File: config.mk
export PLATFORM = sky130hd
export DESIGN_NAME = indexed_array_insert_delete_search_flat
export DESIGN_NICKNAME = d
export VERILOG_FILES = /design/src/design/iaids_pkg.sv /design/src/design/iaids_ifs.sv /design/src/design/iaids_front.sv /design/src/design/iaids_back.sv /design/src/design/indexed_array_insert_delete_search.sv /design/src/flat_wrapper.sv
export SDC_FILE = /design/constraint.sdc
export NUM_CORES = 1
export LEC_CHECK = 0
export BUFFER_PORTS_ARGS = -buffer_cell sky130_fd_sc_hd__buf_4
export CELL_PAD_IN_SITES_DETAIL_PLACEMENT = 1
export CELL_PAD_IN_SITES_GLOBAL_PLACEMENT = 2
export CORE_UTILIZATION = 32
export DETAILED_ROUTE_END_ITERATION = 10
export GPL_TIMING_DRIVEN = 0
export PLACE_DENSITY = 0.66
export SLEW_MARGIN = 20
export SYNTH_ARGS = -nofsm -noshare
export SYNTH_HDL_FRONTEND = slang
export SYNTH_SLANG_ARGS = --single-unit
export TNS_END_PERCENT = 50
File: constraint.sdc
create_clock -name clk -period 8.3 [get_ports clk]
set_input_delay 0.83 -clock clk [delete_from_list [all_inputs] [get_ports clk]]
set_output_delay 0.83 -clock clk [all_outputs]
set_load 0.02 [all_outputs]
File: src/design/iaids_pkg.sv
// Package for the indexed array block: sizes, command and status codes, queue item type.
// No dependencies.
package iaids_pkg;
	localparam int DEPTH   = 16;
	localparam int IDX_W   = $clog2(DEPTH);
	localparam int CNT_W   = $clog2(DEPTH + 1);
	localparam int MAX_RES = 16;

	localparam logic [2:0] CMD_INS  = 3'd0;
	localparam logic [2:0] CMD_DEL  = 3'd1;
	localparam logic [2:0] CMD_LSR  = 3'd2;
	localparam logic [2:0] CMD_BSR  = 3'd3;
	localparam logic [2:0] CMD_DISP = 3'd4;

	typedef enum logic [2:0] {
		OP_INS, OP_DEL, OP_LSR, OP_BSR, OP_DISP
	} op_t;

	typedef enum logic [2:0] {
		ST_OK       = 3'd0,
		ST_BADIDX   = 3'd1,
		ST_FULL     = 3'd2,
		ST_NOTFOUND = 3'd3,
		ST_EMPTY    = 3'd4
	} status_t;

	typedef enum logic [2:0] {
		S_IDLE, S_SHIFT, S_LSRCH, S_BRD, S_BCMP, S_DRD, S_EMIT
	} bstate_t;

	typedef struct packed {
		op_t         op;
		logic [3:0]  index;
		logic [31:0] value;
		logic [31:0] key;
	} item_t;
endpackage

File: src/design/iaids_ifs.sv
// Channel interfaces for the indexed array block: command beats in, result beats out.
// No dependencies.
interface iaids_req_if;
	logic               valid;
	logic               ready;
	logic [2:0]         cmd;
	logic [3:0]         index;
	logic signed [31:0] value;
	logic signed [31:0] key;
	modport source (output valid, cmd, index, value, key, input ready);
	modport sink (input valid, cmd, index, value, key, output ready);
endinterface

interface iaids_rsp_if;
	logic               valid;
	logic               ready;
	logic [2:0]         status;
	logic [3:0]         position;
	logic signed [31:0] data;
	logic [4:0]         count;
	logic               last;
	modport source (output valid, status, position, data, count, last, input ready);
	modport sink (input valid, status, position, data, count, last, output ready);
endinterface

File: src/design/iaids_front.sv
// Front part: accepts command beats, decodes them, drops unused codes, queues two deep.
// Depends on iaids_pkg and iaids_ifs.
module iaids_front (
	input  logic               clk,
	input  logic               arst_n,
	iaids_req_if.sink          request,
	output iaids_pkg::item_t   head,
	output logic               head_valid,
	input  logic               pop
);
	iaids_pkg::item_t ent_q [2];
	logic             rd_q;
	logic             wr_q;
	logic [1:0]       fill_q;
	logic             push;
	logic             legal;
	iaids_pkg::item_t dec;

	assign request.ready = (fill_q != 2'd2);
	assign head          = ent_q[rd_q];
	assign head_valid    = (fill_q != 2'd0);

	always_comb begin
		legal     = 1'b1;
		dec.op    = iaids_pkg::OP_INS;
		dec.index = request.index;
		dec.value = request.value;
		dec.key   = request.key;
		case (request.cmd)
			iaids_pkg::CMD_INS:  dec.op = iaids_pkg::OP_INS;
			iaids_pkg::CMD_DEL:  dec.op = iaids_pkg::OP_DEL;
			iaids_pkg::CMD_LSR:  dec.op = iaids_pkg::OP_LSR;
			iaids_pkg::CMD_BSR:  dec.op = iaids_pkg::OP_BSR;
			iaids_pkg::CMD_DISP: dec.op = iaids_pkg::OP_DISP;
			default:             legal  = 1'b0;
		endcase
	end

	assign push = request.valid && request.ready && legal;

	always_ff @(posedge clk) begin
		if (push) begin
			ent_q[wr_q] <= dec;
		end
	end

	always_ff @(posedge clk or negedge arst_n) begin
		if (!arst_n) begin
			rd_q   <= 1'b0;
			wr_q   <= 1'b0;
			fill_q <= 2'd0;
		end else begin
			if (push) begin
				wr_q <= ~wr_q;
			end
			if (pop) begin
				rd_q <= ~rd_q;
			end
			case ({push, pop})
				2'b10:   fill_q <= fill_q + 2'd1;
				2'b01:   fill_q <= fill_q - 2'd1;
				default: fill_q <= fill_q;
			endcase
		end
	end
endmodule

File: src/design/iaids_back.sv
// Back part: element memory, fill count and the sequencer that shifts, searches and displays.
// Depends on iaids_pkg and iaids_ifs.
module iaids_back (
	input  logic              clk,
	input  logic              arst_n,
	input  iaids_pkg::item_t  head,
	input  logic              head_valid,
	output logic              pop,
	iaids_rsp_if.source       result
);
	localparam int IW = iaids_pkg::IDX_W;
	localparam int CW = iaids_pkg::CNT_W;

	iaids_pkg::bstate_t state_q, state_d;

	logic [31:0]  mem [iaids_pkg::DEPTH];
	logic [31:0]  rd_q;
	logic         we, re;
	logic [IW-1:0] wa, ra;
	logic [31:0]  wd;

	logic [CW-1:0] cnt_q;
	logic [IW-1:0] ptr_q, stop_q, wa_q, mid_q;
	logic         up_q, pend_q, iss_q, disp_q, last_q;
	logic [31:0]  val_q, key_q;
	logic [CW-1:0] lo_q, hi_q;
	iaids_pkg::status_t st_q;
	logic [IW-1:0] pos_q;

	logic         out_valid_q, out_last_q;
	iaids_pkg::status_t out_st_q;
	logic [IW-1:0] out_pos_q;
	logic [31:0]  out_data_q;
	logic [CW-1:0] out_cnt_q;

	logic         out_free;
	logic         bad;
	iaids_pkg::status_t chk_st;
	logic [IW-1:0] src;
	logic         match;
	logic [CW:0]  msum;
	logic [IW-1:0] mid;
	logic [IW-1:0] disp_stop;

	assign out_free = !out_valid_q || result.ready;
	assign pop      = head_valid && (state_q == iaids_pkg::S_IDLE);
	assign src      = up_q ? (ptr_q - 1'b1) : (ptr_q + 1'b1);
	assign match    = pend_q && (rd_q == key_q);
	assign msum     = {1'b0, lo_q} + {1'b0, hi_q} - 1'b1;
	assign mid      = msum[IW:1];
	assign disp_stop = (int'(cnt_q) > iaids_pkg::MAX_RES) ?
		IW'(iaids_pkg::MAX_RES - 1) : IW'(cnt_q - 1'b1);

	always_comb begin
		bad    = 1'b0;
		chk_st = iaids_pkg::ST_OK;
		case (head.op)
			iaids_pkg::OP_INS: begin
				if (int'(cnt_q) >= iaids_pkg::DEPTH) begin
					bad    = 1'b1;
					chk_st = iaids_pkg::ST_FULL;
				end else if (int'(head.index) > int'(cnt_q)) begin
					bad    = 1'b1;
					chk_st = iaids_pkg::ST_BADIDX;
				end
			end
			iaids_pkg::OP_DEL: begin
				if (cnt_q == '0) begin
					bad    = 1'b1;
					chk_st = iaids_pkg::ST_EMPTY;
				end else if (int'(head.index) >= int'(cnt_q)) begin
					bad    = 1'b1;
					chk_st = iaids_pkg::ST_BADIDX;
				end
			end
			default: begin
				if (cnt_q == '0) begin
					bad    = 1'b1;
					chk_st = iaids_pkg::ST_EMPTY;
				end
			end
		endcase
	end

	always_comb begin
		state_d = state_q;
		we = 1'b0;
		wa = '0;
		wd = '0;
		re = 1'b0;
		ra = '0;
		case (state_q)
			iaids_pkg::S_IDLE: begin
				if (head_valid) begin
					if (bad) begin
						state_d = iaids_pkg::S_EMIT;
					end else begin
						case (head.op)
							iaids_pkg::OP_INS: state_d = iaids_pkg::S_SHIFT;
							iaids_pkg::OP_DEL: state_d = iaids_pkg::S_SHIFT;
							iaids_pkg::OP_LSR: state_d = iaids_pkg::S_LSRCH;
							iaids_pkg::OP_BSR: state_d = iaids_pkg::S_BRD;
							default:           state_d = iaids_pkg::S_DRD;
						endcase
					end
				end
			end
			iaids_pkg::S_SHIFT: begin
				if (pend_q) begin
					we = 1'b1;
					wa = wa_q;
					wd = rd_q;
				end
				if (ptr_q != stop_q) begin
					re = 1'b1;
					ra = src;
				end else if (!pend_q) begin
					if (up_q) begin
						we = 1'b1;
						wa = stop_q;
						wd = val_q;
					end
					state_d = iaids_pkg::S_EMIT;
				end
			end
			iaids_pkg::S_LSRCH: begin
				if (match) begin
					state_d = iaids_pkg::S_EMIT;
				end else if (iss_q) begin
					re = 1'b1;
					ra = ptr_q;
				end else begin
					state_d = iaids_pkg::S_EMIT;
				end
			end
			iaids_pkg::S_BRD: begin
				if (lo_q < hi_q) begin
					re = 1'b1;
					ra = mid;
					state_d = iaids_pkg::S_BCMP;
				end else begin
					state_d = iaids_pkg::S_EMIT;
				end
			end
			iaids_pkg::S_BCMP: begin
				if (rd_q == key_q) begin
					state_d = iaids_pkg::S_EMIT;
				end else begin
					state_d = iaids_pkg::S_BRD;
				end
			end
			iaids_pkg::S_DRD: begin
				re = 1'b1;
				ra = ptr_q;
				state_d = iaids_pkg::S_EMIT;
			end
			iaids_pkg::S_EMIT: begin
				if (out_free) begin
					state_d = (disp_q && !last_q) ? iaids_pkg::S_DRD : iaids_pkg::S_IDLE;
				end
			end
			default: state_d = iaids_pkg::S_IDLE;
		endcase
	end

	always_ff @(posedge clk) begin
		if (we) begin
			mem[wa] <= wd;
		end
		if (re) begin
			rd_q <= mem[ra];
		end
	end

	always_ff @(posedge clk or negedge arst_n) begin
		if (!arst_n) begin
			state_q <= iaids_pkg::S_IDLE;
		end else begin
			state_q <= state_d;
		end
	end

	always_ff @(posedge clk or negedge arst_n) begin
		if (!arst_n) begin
			cnt_q  <= '0;
			pend_q <= 1'b0;
			iss_q  <= 1'b0;
			disp_q <= 1'b0;
			last_q <= 1'b1;
			ptr_q  <= '0;
			stop_q <= '0;
			wa_q   <= '0;
			mid_q  <= '0;
			up_q   <= 1'b0;
			val_q  <= '0;
			key_q  <= '0;
			lo_q   <= '0;
			hi_q   <= '0;
			st_q   <= iaids_pkg::ST_OK;
			pos_q  <= '0;
		end else begin
			case (state_q)
				iaids_pkg::S_IDLE: begin
					if (pop) begin
						val_q  <= head.value;
						key_q  <= head.key;
						disp_q <= 1'b0;
						last_q <= 1'b1;
						pos_q  <= '0;
						pend_q <= 1'b0;
						st_q   <= chk_st;
						if (!bad) begin
							case (head.op)
								iaids_pkg::OP_INS: begin
									cnt_q  <= cnt_q + 1'b1;
									ptr_q  <= IW'(cnt_q);
									stop_q <= IW'(head.index);
									up_q   <= 1'b1;
								end
								iaids_pkg::OP_DEL: begin
									cnt_q  <= cnt_q - 1'b1;
									ptr_q  <= IW'(head.index);
									stop_q <= IW'(cnt_q - 1'b1);
									up_q   <= 1'b0;
								end
								iaids_pkg::OP_LSR: begin
									ptr_q <= IW'(cnt_q - 1'b1);
									iss_q <= 1'b1;
									st_q  <= iaids_pkg::ST_NOTFOUND;
								end
								iaids_pkg::OP_BSR: begin
									lo_q <= '0;
									hi_q <= cnt_q;
									st_q <= iaids_pkg::ST_NOTFOUND;
								end
								default: begin
									ptr_q  <= '0;
									stop_q <= disp_stop;
									disp_q <= 1'b1;
								end
							endcase
						end
					end
				end
				iaids_pkg::S_SHIFT: begin
					if (ptr_q != stop_q) begin
						wa_q   <= ptr_q;
						pend_q <= 1'b1;
						ptr_q  <= src;
					end else begin
						pend_q <= 1'b0;
					end
				end
				iaids_pkg::S_LSRCH: begin
					if (match) begin
						st_q  <= iaids_pkg::ST_OK;
						pos_q <= wa_q;
					end else if (iss_q) begin
						wa_q   <= ptr_q;
						pend_q <= 1'b1;
						if (ptr_q == '0) begin
							iss_q <= 1'b0;
						end else begin
							ptr_q <= ptr_q - 1'b1;
						end
					end
				end
				iaids_pkg::S_BRD: begin
					mid_q <= mid;
				end
				iaids_pkg::S_BCMP: begin
					if (rd_q == key_q) begin
						st_q  <= iaids_pkg::ST_OK;
						pos_q <= mid_q;
					end else if ($signed(rd_q) > $signed(key_q)) begin
						hi_q <= CW'(mid_q);
					end else begin
						lo_q <= CW'(mid_q) + 1'b1;
					end
				end
				iaids_pkg::S_DRD: begin
					pos_q  <= ptr_q;
					last_q <= (ptr_q == stop_q);
				end
				iaids_pkg::S_EMIT: begin
					if (out_free && disp_q && !last_q) begin
						ptr_q <= ptr_q + 1'b1;
					end
				end
				default: pend_q <= 1'b0;
			endcase
		end
	end

	always_ff @(posedge clk or negedge arst_n) begin
		if (!arst_n) begin
			out_valid_q <= 1'b0;
		end else if (out_free) begin
			out_valid_q <= (state_q == iaids_pkg::S_EMIT);
		end
	end

	always_ff @(posedge clk) begin
		if (out_free && state_q == iaids_pkg::S_EMIT) begin
			out_st_q   <= st_q;
			out_pos_q  <= pos_q;
			out_data_q <= disp_q ? rd_q : '0;
			out_cnt_q  <= cnt_q;
			out_last_q <= last_q;
		end
	end

	assign result.valid    = out_valid_q;
	assign result.status   = out_st_q;
	assign result.position = 4'(out_pos_q);
	assign result.data     = out_data_q;
	assign result.count    = 5'(out_cnt_q);
	assign result.last     = out_last_q;
endmodule

File: src/design/indexed_array_insert_delete_search.sv
// Top level of the indexed array block: front queue and back sequencer.
// Depends on iaids_pkg, iaids_ifs, iaids_front and iaids_back.
//
// Usage:
// request carries one command beat (cmd, index, value, key); result carries
// result beats (status, position, data, count, last), valid/ready on both.
// Insert and delete move one element per cycle in the back sequencer,
// through the element memory's separate read and write ports.
// Binary search reads the middle element and then compares it for each probe;
// display reads each element and then emits it. Each command ends by loading
// the output register; errors go straight to it.
// The front holds two commands, so new beats are taken while the back works
// and while a result waits. Unused command codes are taken and dropped.
// Reset empties the array and the queue and clears result valid; memory
// contents are not cleared. When the receiver stalls, the result holds and
// the back stops after its next result; the queue then fills and ready drops.
module indexed_array_insert_delete_search (
	input  logic         clk,
	input  logic         arst_n,
	iaids_req_if.sink    request,
	iaids_rsp_if.source  result
);
	iaids_pkg::item_t head;
	logic             head_valid;
	logic             pop;

	iaids_front u_front (
		.clk        (clk),
		.arst_n     (arst_n),
		.request    (request),
		.head       (head),
		.head_valid (head_valid),
		.pop        (pop)
	);

	iaids_back u_back (
		.clk        (clk),
		.arst_n     (arst_n),
		.head       (head),
		.head_valid (head_valid),
		.pop        (pop),
		.result     (result)
	);
endmodule

File: src/flat_wrapper.sv
// flat-port wrapper written by rule: the top's interface ports become plain ports
module indexed_array_insert_delete_search_flat 
  (clk, arst_n, request_valid, request_cmd, request_index, request_value, request_key, request_ready, result_valid, result_status, result_position, result_data, result_count, result_last, result_ready);
  iaids_req_if request_i ();
  iaids_rsp_if result_i ();
  input  logic clk;
  input  logic arst_n;
  input wire logic [$bits(request_i.valid)-1:0] request_valid;
  input wire logic [$bits(request_i.cmd)-1:0] request_cmd;
  input wire logic [$bits(request_i.index)-1:0] request_index;
  input wire logic [$bits(request_i.value)-1:0] request_value;
  input wire logic [$bits(request_i.key)-1:0] request_key;
  output wire logic [$bits(request_i.ready)-1:0] request_ready;
  output wire logic [$bits(result_i.valid)-1:0] result_valid;
  output wire logic [$bits(result_i.status)-1:0] result_status;
  output wire logic [$bits(result_i.position)-1:0] result_position;
  output wire logic [$bits(result_i.data)-1:0] result_data;
  output wire logic [$bits(result_i.count)-1:0] result_count;
  output wire logic [$bits(result_i.last)-1:0] result_last;
  input wire logic [$bits(result_i.ready)-1:0] result_ready;
  assign request_i.valid = request_valid;
  assign request_i.cmd = request_cmd;
  assign request_i.index = request_index;
  assign request_i.value = request_value;
  assign request_i.key = request_key;
  assign request_ready = request_i.ready;
  assign result_valid = result_i.valid;
  assign result_status = result_i.status;
  assign result_position = result_i.position;
  assign result_data = result_i.data;
  assign result_count = result_i.count;
  assign result_last = result_i.last;
  assign result_i.ready = result_ready;
  indexed_array_insert_delete_search u_core (.clk(clk), .arst_n(arst_n), .request(request_i), .result(result_i));
endmodule
### Yosys cells after proc, flatten, opt, wreduce, memory -nomap -nowiden

Memories as Yosys holds them, arrays and structs flattened. A register that Yosys moved wholly into a read port is not among the register bits.
Index checks and enable logic that the tools add are counted.

| word-level totals | value |
|---|---|
| memories kept | 2 |
| memory bits (writable) | 654 |
| output and inout bits | 47 |
| word-level logic and storage cells | 242 |
| bits in registers | 160 |
| input port bits | 75 |

Memory list:

| name | words | bits a word | rd ports | clocked after Yosys merged registers in | wr ports | line | source |
|---|---|---|---|---|---|---|---|
| u_core.u_back.mem | 16 | 32 | 1 | 1 | 1 | iaids_back.sv:16 | `logic [31:0] mem [iaids_pkg::DEPTH];` |
| u_core.u_front.ent_q | 2 | 71 | 1 | 0 | 1 | iaids_front.sv:11 | `iaids_pkg::item_t ent_q [2];` |

| cells by class | value |
|---|---|
| equality and inequality tests | 39 |
| add/sub/neg operators | 9 |
| bitwise logic cells | 5 |
| reductions and logical operators | 44 |
| muxes and demuxes | 111 |
| order comparisons | 6 |

Operators with widths:

| cell | count |
|---|---|
| two-way mux 32 bit | 5 |
| two-way mux 4 bit | 24 |
| case mux 4 bit (4 select lines) | 4 |
| two-way mux 5 bit | 10 |
| two-way mux 3 bit | 16 |
| inequality test 2 bit (second input constant) | 17 |
| two-way mux 1 bit | 33 |
| equality test 32 bit | 1 |
| greater-than comparator 32 bit | 1 |
| case mux 5 bit (2 select lines) | 3 |
| AND reduction 4 bit | 6 |
| case mux 3 bit (7 select lines) | 1 |
| equality test 3 x 2 -> 1 bit (second input constant) | 6 |
| case mux 3 bit (3 select lines) | 2 |
| nonzero test 2 bit | 7 |
| equality test 3 bit (second input constant) | 4 |
| case mux 3 bit (4 select lines) | 1 |
| case mux 4 bit (3 select lines) | 1 |
| AND reduction 6 bit | 2 |
| AND reduction 5 bit | 2 |
| subtractor 5 x 1 -> 5 bit (second input constant) | 2 |
| equality test 3 x 1 -> 1 bit (second input constant) | 3 |
| zero test 3 bit | 3 |
| AND reduction 9 bit | 1 |
| 36 further kinds | 59 |

### Logic depth before layout (Yosys ltp)

Gate-level depths: netlist of the first run.
An unclocked memory read counts as a cell.

| logic depth | value |
|---|---|
| depth after elaboration | 9 |
| gate-level depth with buffers | 15 |
| gate-level depth less buffers | 12 |

### Modules after synthesis

From an unflattened synthesis of the first run, not the netlist that was laid out.

| second synthesis, totals | value |
|---|---|
| cells, all modules | 2524 |
| area total of the unflattened synthesis | 35013.6 um^2 |

Modules (own cells, without submodules):

| module | cells each | area an instance (um^2) | times used |
|---|---|---|---|
| iaids_back | 2282 | 29320.6 | 1 |
| iaids_front | 242 | 5693.0 | 1 |

### Least setup slack after synthesis of the first run

No wires, ideal clock.

| path | value |
|---|---|
| kind | input-to-reg |
| start | in request_cmd[1] |
| end | mem u_core.u_front.ent_q[0][0] (netlist name) (enable) |
| cell stages on the path | 3 |
| path slack | 3.665 ns |
| data arrival time | 4.134 ns |
| data required time | 7.799 ns |
| cell sequence | o21ai_0 -> nand3_1 -> nor2_1 |

| between the ends | value |
|---|---|
| cells in the longest elaborated chain, start to end | 6 |
| elaborated cells on any way between the ends | 10 |
| classes of those cells | eq/ne (4); mux (3); reduce/logical (3) |

RTL lines:

| item | line | source |
|---|---|---|
| from (decl) | flat_wrapper.sv:9 | `input wire logic [$bits(request_i.cmd)-1:0] request_cmd;` |
| equality test 3 bit (tied with other cells) | iaids_front.sv:29 | `case (request.cmd)` |
| OR reduction 5 bit (no source line) (*) | -- |  |
| two-way mux 1 bit (*) | iaids_front.sv:29 |  |
| logical AND 1 bit (*) | iaids_front.sv:39 | `assign push = request.valid && request.ready && legal;` |
| two-way mux 1 bit (*) | iaids_front.sv:42 | `if (push) begin` |
| two-way mux 1 bit (implied by the code) (*) | iaids_front.sv:43 | `ent_q[wr_q] <= dec;` |
| to (decl) | iaids_front.sv:11 |  |

Mark *: on every way between the ends. The rest lies on a longest branch, timed or not.

### Final worst setup path of the first run

| path | value |
|---|---|
| start | reg u_core.u_back.rd_q[18] (read register of u_core.u_back.mem) |
| end | reg u_core.u_back.rd_q[15] (read register of u_core.u_back.mem) (data pin) |

| between the ends | value |
|---|---|
| cells in the longest elaborated chain, start to end | 4 |
| elaborated cells on any way between the ends | 6 |
| classes of those cells | eq/ne (1); mux (4); reduce/logical (1) |

RTL lines:

| item | line | source |
|---|---|---|
| from (decl) | iaids_back.sv:17 | `logic [31:0] rd_q;` |
| equality test 32 bit (*) | iaids_back.sv:48 | `assign match = pend_q && (rd_q == key_q);` |
| logical AND 1 bit (*) | iaids_back.sv:48 |  |
| two-way mux 4 bit / two-way mux 1 bit (equally long branches) | iaids_back.sv:127 | `if (match) begin` |
| case mux 4 bit (4 select lines) / case mux 1 bit (4 select lines) (equally long branches) | iaids_back.sv:92 | `case (state_q)` |

Marked as above.
A chain may end at the register's enable or synchronous reset.

==> results of run 1 <==
==> where the power goes <==
group	switching (mW)	total, mW	internal [mW]
clock network	1.79	4.24	2.45
registers	0.451	5.77	5.32
logic	3.96	5.90	1.94
total	6.20	15.9	9.71
==> metal layers <==
metal	global-route usage [%]	share of wire, %	wire length, um	vias to the layer above
met4	5.21	2.4	2580	2
met3	2.41	4.3	4640	163
met5	0	0.0064	7	-
met1	27.4	46	49600	11400
li1	-	-	-	9689
met2	32.3	48	52100	531
==> cells by family after synthesis <==
| kind of cell | count (synthesis) |
|---|---|
| fa+ha+maj | 54 |
| flops | 846 |
| xor+xnor | 25 |
| mux | 180 |
| buf+inv | 207 |
| simple gates | 601 |
| compound gates | 477 |
==> per-stage QoR <==
step / power, mW / setup slack [ns] / utilization, % / instance area (um2) / instances
final: 15.9 / 2.41 / 38.7 / 41700 / 4122
after global routing: 16.7 / 2.41 / 38.7 / 41700 / 4122
after CTS: 16.0 / 2.54 / 38.7 / 41700 / 4122
after detailed placement: 11.8 / 2.56 / 35.8 / 38500 / 3948
after global placement: 11.5 / 1.28 / 34.9 / 37600 / 3914
after floorplan: 9.20 / 3.67 / - / 34900 / 2390
==> critical path, stage by stage, from the launching register on <==
cell and delay (ns):
edfxtp_1 0.64, ha_1 0.43, nand4_1 0.20, or4_1 0.56, buf_2 0.22, o311a_1 0.39
nor3_2 0.76, buf_2 0.44, clkbuf_1 0.69, o22ai_1 0.29, nor4_2 0.90
==> sequential cells by signal, summed over array words and instances, names as in the netlist, 5 cells and up <==
signal	cells
u_core.u_back.cnt_q	5
u_core.u_back.hi_q	5
u_core.u_back.key_q	32
u_core.u_back.result.count	5
u_core.u_back.mem	512
u_core.u_back.rd_q	32
u_core.u_back.val_q	32
u_core.u_front.ent_q	142
u_core.u_back.lo_q	5
u_core.u_back.result.data	32
==> synth_stat cells, types with 7 or more instances <==
master    count
a211oi_1     28
a21o_1       20
a21oi_1      65
a22o_1       33
a31oi_1      10
a32oi_1      28
and2_1       36
and3_1       28
buf_1         9
buf_2        27
buf_4         8
clkbuf_1     88
dfrtp_1     114
edfxtp_1    731
ha_1         53
inv_1        71
mux2_1        8
mux2_2       38
mux2i_1     134
nand2_1     243
nand2b_1     30
nand3_1      49
nand4_1      28
nor2_1       61
nor2b_1       8
nor3_1       41
nor4_2        7
nor4b_2      16
o211ai_1     17
o21ai_0     137
o221ai_1     19
o22ai_1      31
o32ai_1      12
o32ai_2       9
or3_1        18
xnor2_1      18
xor2_1        7
==> area by class of cell <==
class,instances,share of cell area [%]
Clock inverter,56,1.53
Inverter,71,0.639
Buffer,136,1.45
Multi-Input combinational cell,1337,22.5
Tap cell,1403,4.21
Clock buffer,118,6.03
Sequential cell,846,59.5
Timing Repair Buffer,155,4.07
==> final timing paths <==
check / endpoint / slack, ns / cells after the start
setup / recovery: u_core.u_back.rd_q[15]$_DFFE_PP_ / 2.41 / 10
hold / removal: u_core.u_back.hi_q[1]$_DFFE_PN0P_ / 0.02 / 1
setup reg to reg: u_core.u_back.rd_q[15]$_DFFE_PP_ / 2.41 / 10
hold reg to reg: u_core.u_back.result.count[3]$_DFFE_PP_ / 0.45 / 0
max in group asynchronous: u_core.u_back.val_q[4]$_DFFE_PN0P_ / 7.54 / 2
min in group clk: u_core.u_front.ent_q[0][10]$_DFFE_PP_ / 0.32 / 1
==> flow_metrics.env, run 1 <==
export IMPL_status="finished clean"
export IMPL_fin_crit_ns=5.89
export IMPL_overflow=0
export IMPL_yosys_area_share_simple_pct=9.01
export IMPL_die_area_mm2=0.110
export IMPL_ys_types=85
export IMPL_ys_ff_latch=846
export IMPL_tightestPinTransition_ns=1.17
export IMPL_area_growth_pct=19.4
export IMPL_synth_area_mm2=0.0349
export IMPL_slew_headroom_pct=22.2
export IMPL_power_leakage_nw=14.2
export IMPL_max_freq_mhz=170
export IMPL_port_buffers=121
export IMPL_path_max_fanout=10
export IMPL_crit_path_end_kind="flop"
export IMPL_clock_root_buffer="clkbuf_16"
export IMPL_dr_pass1_iters=5
export IMPL_register_area_mm2=0.0248
export IMPL_die_x_um=332
export IMPL_crit_start="u_core.u_back.rd_q[18]$_DFFE_PP_"
export IMPL_numCtsBuffers=94
export IMPL_rsz0062_at_grt="false"
export IMPL_synth_xor_area_share_pct=0.627
export IMPL_vdd_drop_max_v=0.000244
export IMPL_start_kind="flop"
export IMPL_power_density_mw_per_mm2=382
export IMPL_grt_max_degree=82
export IMPL_ys_flop_type="edfxtp_1"
export IMPL_fin_worst_skew_ns=0.0720
export IMPL_synth_edf_count=731
export IMPL_synthesis_instances=2390
export IMPL_synth_top_cell_area_share_pct=62.9
export IMPL_synthArstFlopShare_pct=13.6
export IMPL_final_cell_mix="edfxtp_1 (731), nand2_1 (243), mux2i_1 (134), o21ai_0 (134), buf_4 (129)"
export IMPL_max_cap_viol_count=0
export IMPL_worstHoldPathType="primary input to asynchronous set/reset pin"
export IMPL_first_global_vias=23200
export IMPL_antenna_found_initial=4
export IMPL_antennaDiodeCount=0
export IMPL_core_mm2=0.108
export IMPL_yosys_area_top_type="edfxtp_1"
export IMPL_setup_viol=0
export IMPL_criticalPathCategory="flop to flop"
export IMPL_start_util_pct=32.4
export IMPL_dpl_hpwl_um=78400
export IMPL_vias=21800
export IMPL_grt_pass1_wl_um=160000
export IMPL_grt_usage_pct=19.7
export IMPL_clk_pin_slew_ns=0.06
export IMPL_nets=2770
export IMPL_cp_required_ns=8.67
export IMPL_wl_per_cell_um=26.4
export IMPL_drt_wl_total_um=109000
export IMPL_post_route_period_util_pct=70.9
export IMPL_place_congestion=0.821
export IMPL_insertion_delay_ns=0.70
export IMPL_slew_viol_final=0
export IMPL_drive_gt1_share_pct=16.3
export IMPL_drtIter0Drc=1867
export IMPL_postCtsSetupRepairBufs=0
export IMPL_clock_path_buffers=3
export IMPL_hold_buffers=0
export IMPL_multi_input_area_mm2=0.00939
export IMPL_io_pins=122
export IMPL_synth_compound_area_share_pct=9.48
export IMPL_hold_slack_ns=0.0192
export IMPL_post_cts_resized=0
export IMPL_rows=120
export IMPL_ant_nets=0
export IMPL_synth_top_family_by_area="compound AO/OA/AOI/OAI gates"
export IMPL_syn_avg_cell_area_um2=14.6
export IMPL_r2r_start="u_core.u_back.rd_q[18]$_DFFE_PP_"
export IMPL_hold_viol=0
export IMPL_yosysSeqAreaShare_pct=71.1
export IMPL_die_height_um=332
export IMPL_drc=0
export IMPL_cts_sinks=846
export IMPL_final_common_cell="edfxtp_1"
export IMPL_nFillCells=11000
export IMPL_cts_tree="built"
export IMPL_critPathArrivalTime_ns=6.25
export IMPL_tns_ns=0
export IMPL_yosys_warnings=0
export IMPL_vias_per_cell=5.30
export IMPL_synth_fa_ha_area_share_pct=1.96
export IMPL_syn_nets=2519
export IMPL_synth_area_top_cells="edfxtp_1 (63%), dfrtp_1 (8.2%), mux2i_1 (3.8%)"
export IMPL_htree_levels=3
export IMPL_synthMuxAreaShare_pct=5.32
Note: power is estimated with default switching activity, not from simulation.
==> run 2: changes to the inputs <==
PLACE_DENSITY = 0.69   (was 0.66)
clock period = 5 ns   (was 8.3 ns; I/O delays follow)
==> flow_metrics.env, run 2 (synthesized netlist as in run 1, its figures left out) <==
export IMPL_status="finished with violations"
export IMPL_failed_checks="setup timing"
export IMPL_cts_tree="built"
export IMPL_power_leakage_nw=14.3
export IMPL_worstPathCellList="ha_1, nand4_1, or4_1, clkbuf_1, o311ai_2, o221ai_2, nand2_2, clkbuf_2, o22a_1, o22ai_1, nor4_2"
export IMPL_drc=0
export IMPL_ant_nets=0
export IMPL_drt_wl_total_um=106000
export IMPL_tightestPinTransition_ns=1.05
export IMPL_worstHoldPathType="primary input to flop"
export IMPL_start_kind="flop"
export IMPL_dr_pass1_iters=5
export IMPL_cp_top_family="simple AND/OR/NAND/NOR gates"
export IMPL_start_util_pct=32.4
export IMPL_nets=2815
export IMPL_path_max_fanout=10
export IMPL_vias_per_cell=5.28
export IMPL_dpl_hpwl_um=77100
export IMPL_clock_path_buffers=3
export IMPL_r2r_start="u_core.u_back.rd_q[15]$_DFFE_PP_"
export IMPL_critPathArrivalTime_ns=5.40
export IMPL_grt_usage_pct=19.1
export IMPL_rsz0062_at_grt="true"
export IMPL_overflow=0
export IMPL_io_pins=122
export IMPL_fin_worst_skew_ns=0.0498
export IMPL_max_cap_viol_count=0
export IMPL_die_height_um=332
export IMPL_cp_slowest_stage_delay_ns=0.70
export IMPL_numCtsBuffers=88
export IMPL_whs_path_depth=1
export IMPL_slew_viol_final=0
export IMPL_wl_per_cell_um=25.6
export IMPL_crit_slowest_cell="or4_1"
export IMPL_hold_slack_ns=0.0305
export IMPL_port_buffers=121
export IMPL_tns_ns=-0.00852
export IMPL_reg2regPathDepth=11
export IMPL_htree_levels=3
export IMPL_final_common_cell="edfxtp_1"
export IMPL_vdd_drop_max_v=0.000325
export IMPL_core_mm2=0.108
export IMPL_r2r_end="u_core.u_back.rd_q[12]$_DFFE_PP_"
export IMPL_drive_gt1_share_pct=16.4
export IMPL_criticalPathCategory="flop to flop"
export IMPL_first_global_vias=23500
export IMPL_setup_viol=1
export IMPL_cts_sinks=846
export IMPL_die_area_mm2=0.110
export IMPL_post_route_period_util_pct=100
export IMPL_area_growth_pct=20.4
export IMPL_antenna_found_initial=2
export IMPL_holdCritStartpoint="request_key[26]"
export IMPL_vias=22000
export IMPL_max_freq_mhz=200
export IMPL_r2r_slack_ns=-0.009
export IMPL_finalNonFillerCells=4165
export IMPL_slew_headroom_pct=29.8
export IMPL_hold_viol=0
export IMPL_preCtsSetupSlack_ns=-0.632
export IMPL_grt_pass1_wl_um=157000
export IMPL_top_regs="u_core.u_back.mem (512), u_core.u_front.ent_q (142)"
export IMPL_dpl_cell_count=3947
export IMPL_power_density_mw_per_mm2=618
export IMPL_clk_pin_slew_ns=0.06
export IMPL_insertion_delay_ns=0.67
export IMPL_die_x_um=332
export IMPL_final_cell_mix="edfxtp_1 (731), nand2_1 (242), mux2i_1 (134), o21ai_0 (134), buf_4 (132)"
export IMPL_rows=120
export IMPL_place_congestion=0.822
export IMPL_grt_max_degree=74
export IMPL_largest_reg_flops=512
export IMPL_drtIter0Drc=1801
export IMPL_fin_crit_ns=5.01
export IMPL_cp_required_ns=5.39
export IMPL_timing_critical_path_buf_inv=2
export IMPL_crit_path_end_kind="flop"
export IMPL_setup_slack_ns=-0.00852
export IMPL_largest_register="u_core.u_back.mem"
export IMPL_holdPathEnd="u_core.u_front.ent_q[1][26]$_DFFE_PP_"
export IMPL_clock_root_buffer="clkbuf_16"
## run 2: cell types whose count changed in the layout (fill, tap and decap cells not counted), moves of 5 or more
| cell | delta |
|---|---|
| clkbuf_1 | -10 |
| clkinv_1 | +5 |
| clkinvlp_4 | -7 |
| clkbuf_2 | +16 |
| dlygate4sd3_1 | +48 |
## run 2: final cells by class
type                    instances  area, um2
well taps                    1403       1760
inverters                      71        267
plain buffers                 135        621
clock buffers                 118       2410
multi-input cells            1337       9500
repair buffers                207       2230
fillers                     11000      65600
diodes                          2       5.00
flip-flops and latches        846      24800
clock inverters                46        422
## run 2: report_power, final
group	switching (mW)	total, mW	leakage (nW)	internal, mW
Combinational	6.57	9.94	5.25	3.38
Sequential	0.734	9.57	7.71	8.83
Clock	2.81	6.48	1.38	3.66
Total	10.1	26.0	14.3	15.9
## run 2: per-layer routing
layer  global-route usage (%)  part of all wire [%]  vias to the layer above
li1                         -                     -                     9797
met1                     26.1                    45                    11500
met2                     31.6                    48                      590
met3                     2.57                   4.6                      152
met4                     5.68                   2.8                        0
met5                        0                     0                        -
## run 2: metrics by stage
step	utilization (%)	power (mW)	area, um2
floorplan	-	15.3	34900
global placement	34.9	19.0	37600
detailed placement	35.8	19.4	38500
CTS	39.0	26.1	42000
global route	39.0	27.2	42000
finish	39.0	26.0	42000
## run 2: repair_timing
action | in CTS | in global routing
hold buffers | 48 | 0
setup buffers | 3 | 2
gates resized for setup | 21 | 19
endpoints found under the hold margin | 168 | 0
pin swaps | 1 | 0
setup endpoints to repair | 22 | 152
## run 2: worst reg2reg max path, cell delays in order, from the launching register on
cell	delay [ns]
edfxtp_1	0.57
ha_1	0.39
nand4_1	0.25
or4_1	0.70
clkbuf_1	0.22
o311ai_2	0.58
o221ai_2	0.41
nand2_2	0.36
clkbuf_2	0.44
o22a_1	0.21
o22ai_1	0.09
nor4_2	0.54
## run 2: worst max path at each step
stage	end	startpoint	slack, ns	cells past startpoint
after floorplan	u_core.u_front.ent_q[0][0]$_DFFE_PP_	u_core.u_front.fill_q[0]$_DFFE_PN0P_	0.55	4
after global placement	u_core.u_back.rd_q[11]$_DFFE_PP_	u_core.u_back.lo_q[2]$_DFFE_PN0P_	-1.93	9
after detailed placement	u_core.u_back.rd_q[21]$_DFFE_PP_	u_core.u_back.rd_q[15]$_DFFE_PP_	-0.63	12
after CTS	u_core.u_back.rd_q[26]$_DFFE_PP_	u_core.u_back.rd_q[15]$_DFFE_PP_	-0.01	11
after global routing	u_core.u_back.rd_q[29]$_DFFE_PP_	u_core.u_back.rd_q[15]$_DFFE_PP_	-0.04	11
final	u_core.u_back.rd_q[12]$_DFFE_PP_	u_core.u_back.rd_q[15]$_DFFE_PP_	-0.009	11
==> run 3: changes to the inputs <==
SETUP_SLACK_MARGIN = 0.05   (was not set)
==> flow_metrics.env, run 3 (synthesized netlist as in run 1, its figures left out) <==
export IMPL_status="finished clean"
export IMPL_clk_pin_slew_ns=0.06
export IMPL_core_mm2=0.108
export IMPL_cts_tree="built"
export IMPL_die_area_mm2=0.110
export IMPL_worstHoldPathType="primary input to flop"
export IMPL_post_route_period_util_pct=98.2
export IMPL_crit_path_end_kind="flop"
export IMPL_p_clk_share_pct=24.9
export IMPL_insertion_delay_ns=0.67
export IMPL_max_cap_viol_count=0
export IMPL_path_max_fanout=10
export IMPL_finalNonFillerCells=4168
export IMPL_critPathArrivalTime_ns=5.32
export IMPL_max_freq_mhz=204
export IMPL_dr_pass1_iters=5
export IMPL_pwr_share_comb_pct=38.3
export IMPL_postPlaceCellArea_mm2=0.0385
export IMPL_grt_max_degree=74
export IMPL_antenna_found_initial=2
export IMPL_drive_gt1_share_pct=16.4
export IMPL_final_common_cell="edfxtp_1"
export IMPL_vias=22100
export IMPL_p_seq_share_pct=36.8
export IMPL_tns_ns=0
export IMPL_nets=2818
export IMPL_setup_viol=0
export IMPL_slew_headroom_pct=24.5
export IMPL_tightestPinTransition_ns=1.12
export IMPL_place_congestion=0.822
export IMPL_final_cell_mix="edfxtp_1 (731), nand2_1 (242), mux2i_1 (134), o21ai_0 (134), buf_4 (132)"
export IMPL_grt_pass1_wl_um=157000
export IMPL_dpl_cell_count=3947
export IMPL_internal_power_mw=15.9
export IMPL_hold_viol=0
export IMPL_fin_crit_ns=4.91
export IMPL_wl_per_cell_um=25.6
export IMPL_vdd_drop_max_v=0.000323
export IMPL_drtIter0Drc=1566
export IMPL_htree_levels=3
export IMPL_clock_path_buffers=3
export IMPL_grt_usage_pct=19.1
export IMPL_power_density_mw_per_mm2=618
export IMPL_fin_worst_skew_ns=0.0495
export IMPL_io_pins=122
export IMPL_rsz0062_at_grt="true"
export IMPL_criticalPathCategory="flop to flop"
export IMPL_ant_nets=0
export IMPL_start_kind="flop"
export IMPL_drt_wl_total_um=107000
export IMPL_first_global_vias=23500
export IMPL_numCtsBuffers=88
export IMPL_dpl_hpwl_um=77100
export IMPL_drc=0
export IMPL_final_cell_area_mm2=0.0421
export IMPL_overflow=0
export IMPL_rows=120
export IMPL_largest_reg_flops=512
export IMPL_slew_viol_final=0
export IMPL_die_x_um=332
export IMPL_area_growth_pct=20.5
export IMPL_vias_per_cell=5.29
export IMPL_p_sw_mw=10.1
export IMPL_clock_root_buffer="clkbuf_16"
export IMPL_port_buffers=121
export IMPL_top_regs="u_core.u_back.mem (512), u_core.u_front.ent_q (142)"
export IMPL_cts_sinks=846
export IMPL_start_util_pct=32.4
export IMPL_largest_register="u_core.u_back.mem"
export IMPL_nFillCells=11000
export IMPL_final_util_pct=39.1
export IMPL_power_leakage_nw=14.4
export IMPL_cp_required_ns=5.41
export IMPL_die_height_um=332
export IMPL_switching_share_pct=38.9
export IMPL_hold_slack_ns=0.0282
-- run 3: cell types whose count changed in the layout (fill, tap and decap cells not counted), sizes merged --
cell         before  now
dlygate4sd3      48   50
buf             206  207
-- run 3: cell type report --
class	count	area, um2	share of cell area, %
Antenna cell	2	5.00	0.0119
Inverter	71	267	0.633
Timing Repair Buffer	209	2250	5.34
Clock buffer	118	2410	5.72
Sequential cell	846	24800	59.0
Buffer	136	627	1.49
Multi-Input combinational cell	1337	9520	22.6
Clock inverter	46	422	1.00
Tap cell	1403	1760	4.17
-- run 3: metrics by stage --
stage / worst slack [ns] / power, mW
after floorplan: 0.553 / 15.3
after global placement: -1.93 / 19.0
after detailed placement: -0.632 / 19.4
after CTS: 0.0320 / 26.1
after global routing: 0.0337 / 27.2
final: 0.0892 / 26.0
-- run 3: final timing paths --
kind                                               startpoint                                      end  slack [ns]  cells after the start
min                                           request_key[26]    u_core.u_front.ent_q[1][26]$_DFFE_PP_        0.03                      1
max                          u_core.u_back.rd_q[15]$_DFFE_PP_         u_core.u_back.rd_q[21]$_DFFE_PP_        0.09                     12
max reg2reg                  u_core.u_back.rd_q[15]$_DFFE_PP_         u_core.u_back.rd_q[21]$_DFFE_PP_        0.09                     12
min in group asynchronous                              arst_n        u_core.u_back.hi_q[1]$_DFFE_PN0P_        0.19                      2
min reg2reg                u_core.u_back.cnt_q[2]$_DFFE_PN0P_  u_core.u_back.result.count[2]$_DFFE_PP_        0.45                      0
max in group asynchronous                              arst_n         u_core.u_back.last_q$_DFFE_PN1P_        3.94                      4
-- run 3: power groups by stage --
| stage | Combinational, mW | Clock, mW | Sequential (mW) |
|---|---|---|---|
| after floorplan | 5.79 | 0 | 9.48 |
| after global placement | 9.19 | 0 | 9.79 |
| after detailed placement | 9.67 | 0 | 9.72 |
| after CTS | 9.94 | 6.59 | 9.58 |
| after global routing | 10.8 | 6.83 | 9.65 |
| final | 9.98 | 6.48 | 9.57 |
-- run 3: critical path: stages (launching register included) --
cell,delay [ns]
edfxtp_1,0.56
ha_1,0.38
nand4_1,0.25
or4_1,0.69
clkbuf_1,0.23
or3_4,0.42
a211oi_2,0.39
nor2_1,0.25
buf_2,0.31
clkbuf_1,0.35
nand4_1,0.17
nand3_1,0.15
nor4_4,0.50
-- run 3: layer usage --
layer | GRT usage [%] | part of all wire, % | vias to the layer above
met5 | 0 | 0 | -
met2 | 31.5 | 48 | 617
li1 | - | - | 9814
met4 | 5.75 | 2.8 | 0
met1 | 26.1 | 45 | 11500
met3 | 2.82 | 4.8 | 148
-- run 3: timing repair --
action,4_1_cts,5_1_grt
pin swaps,1,1
hold buffers,48,2
resized for setup,26,18
endpoints found under the hold margin,168,3
setup buffers,3,2
endpoints found under the setup margin,25,209
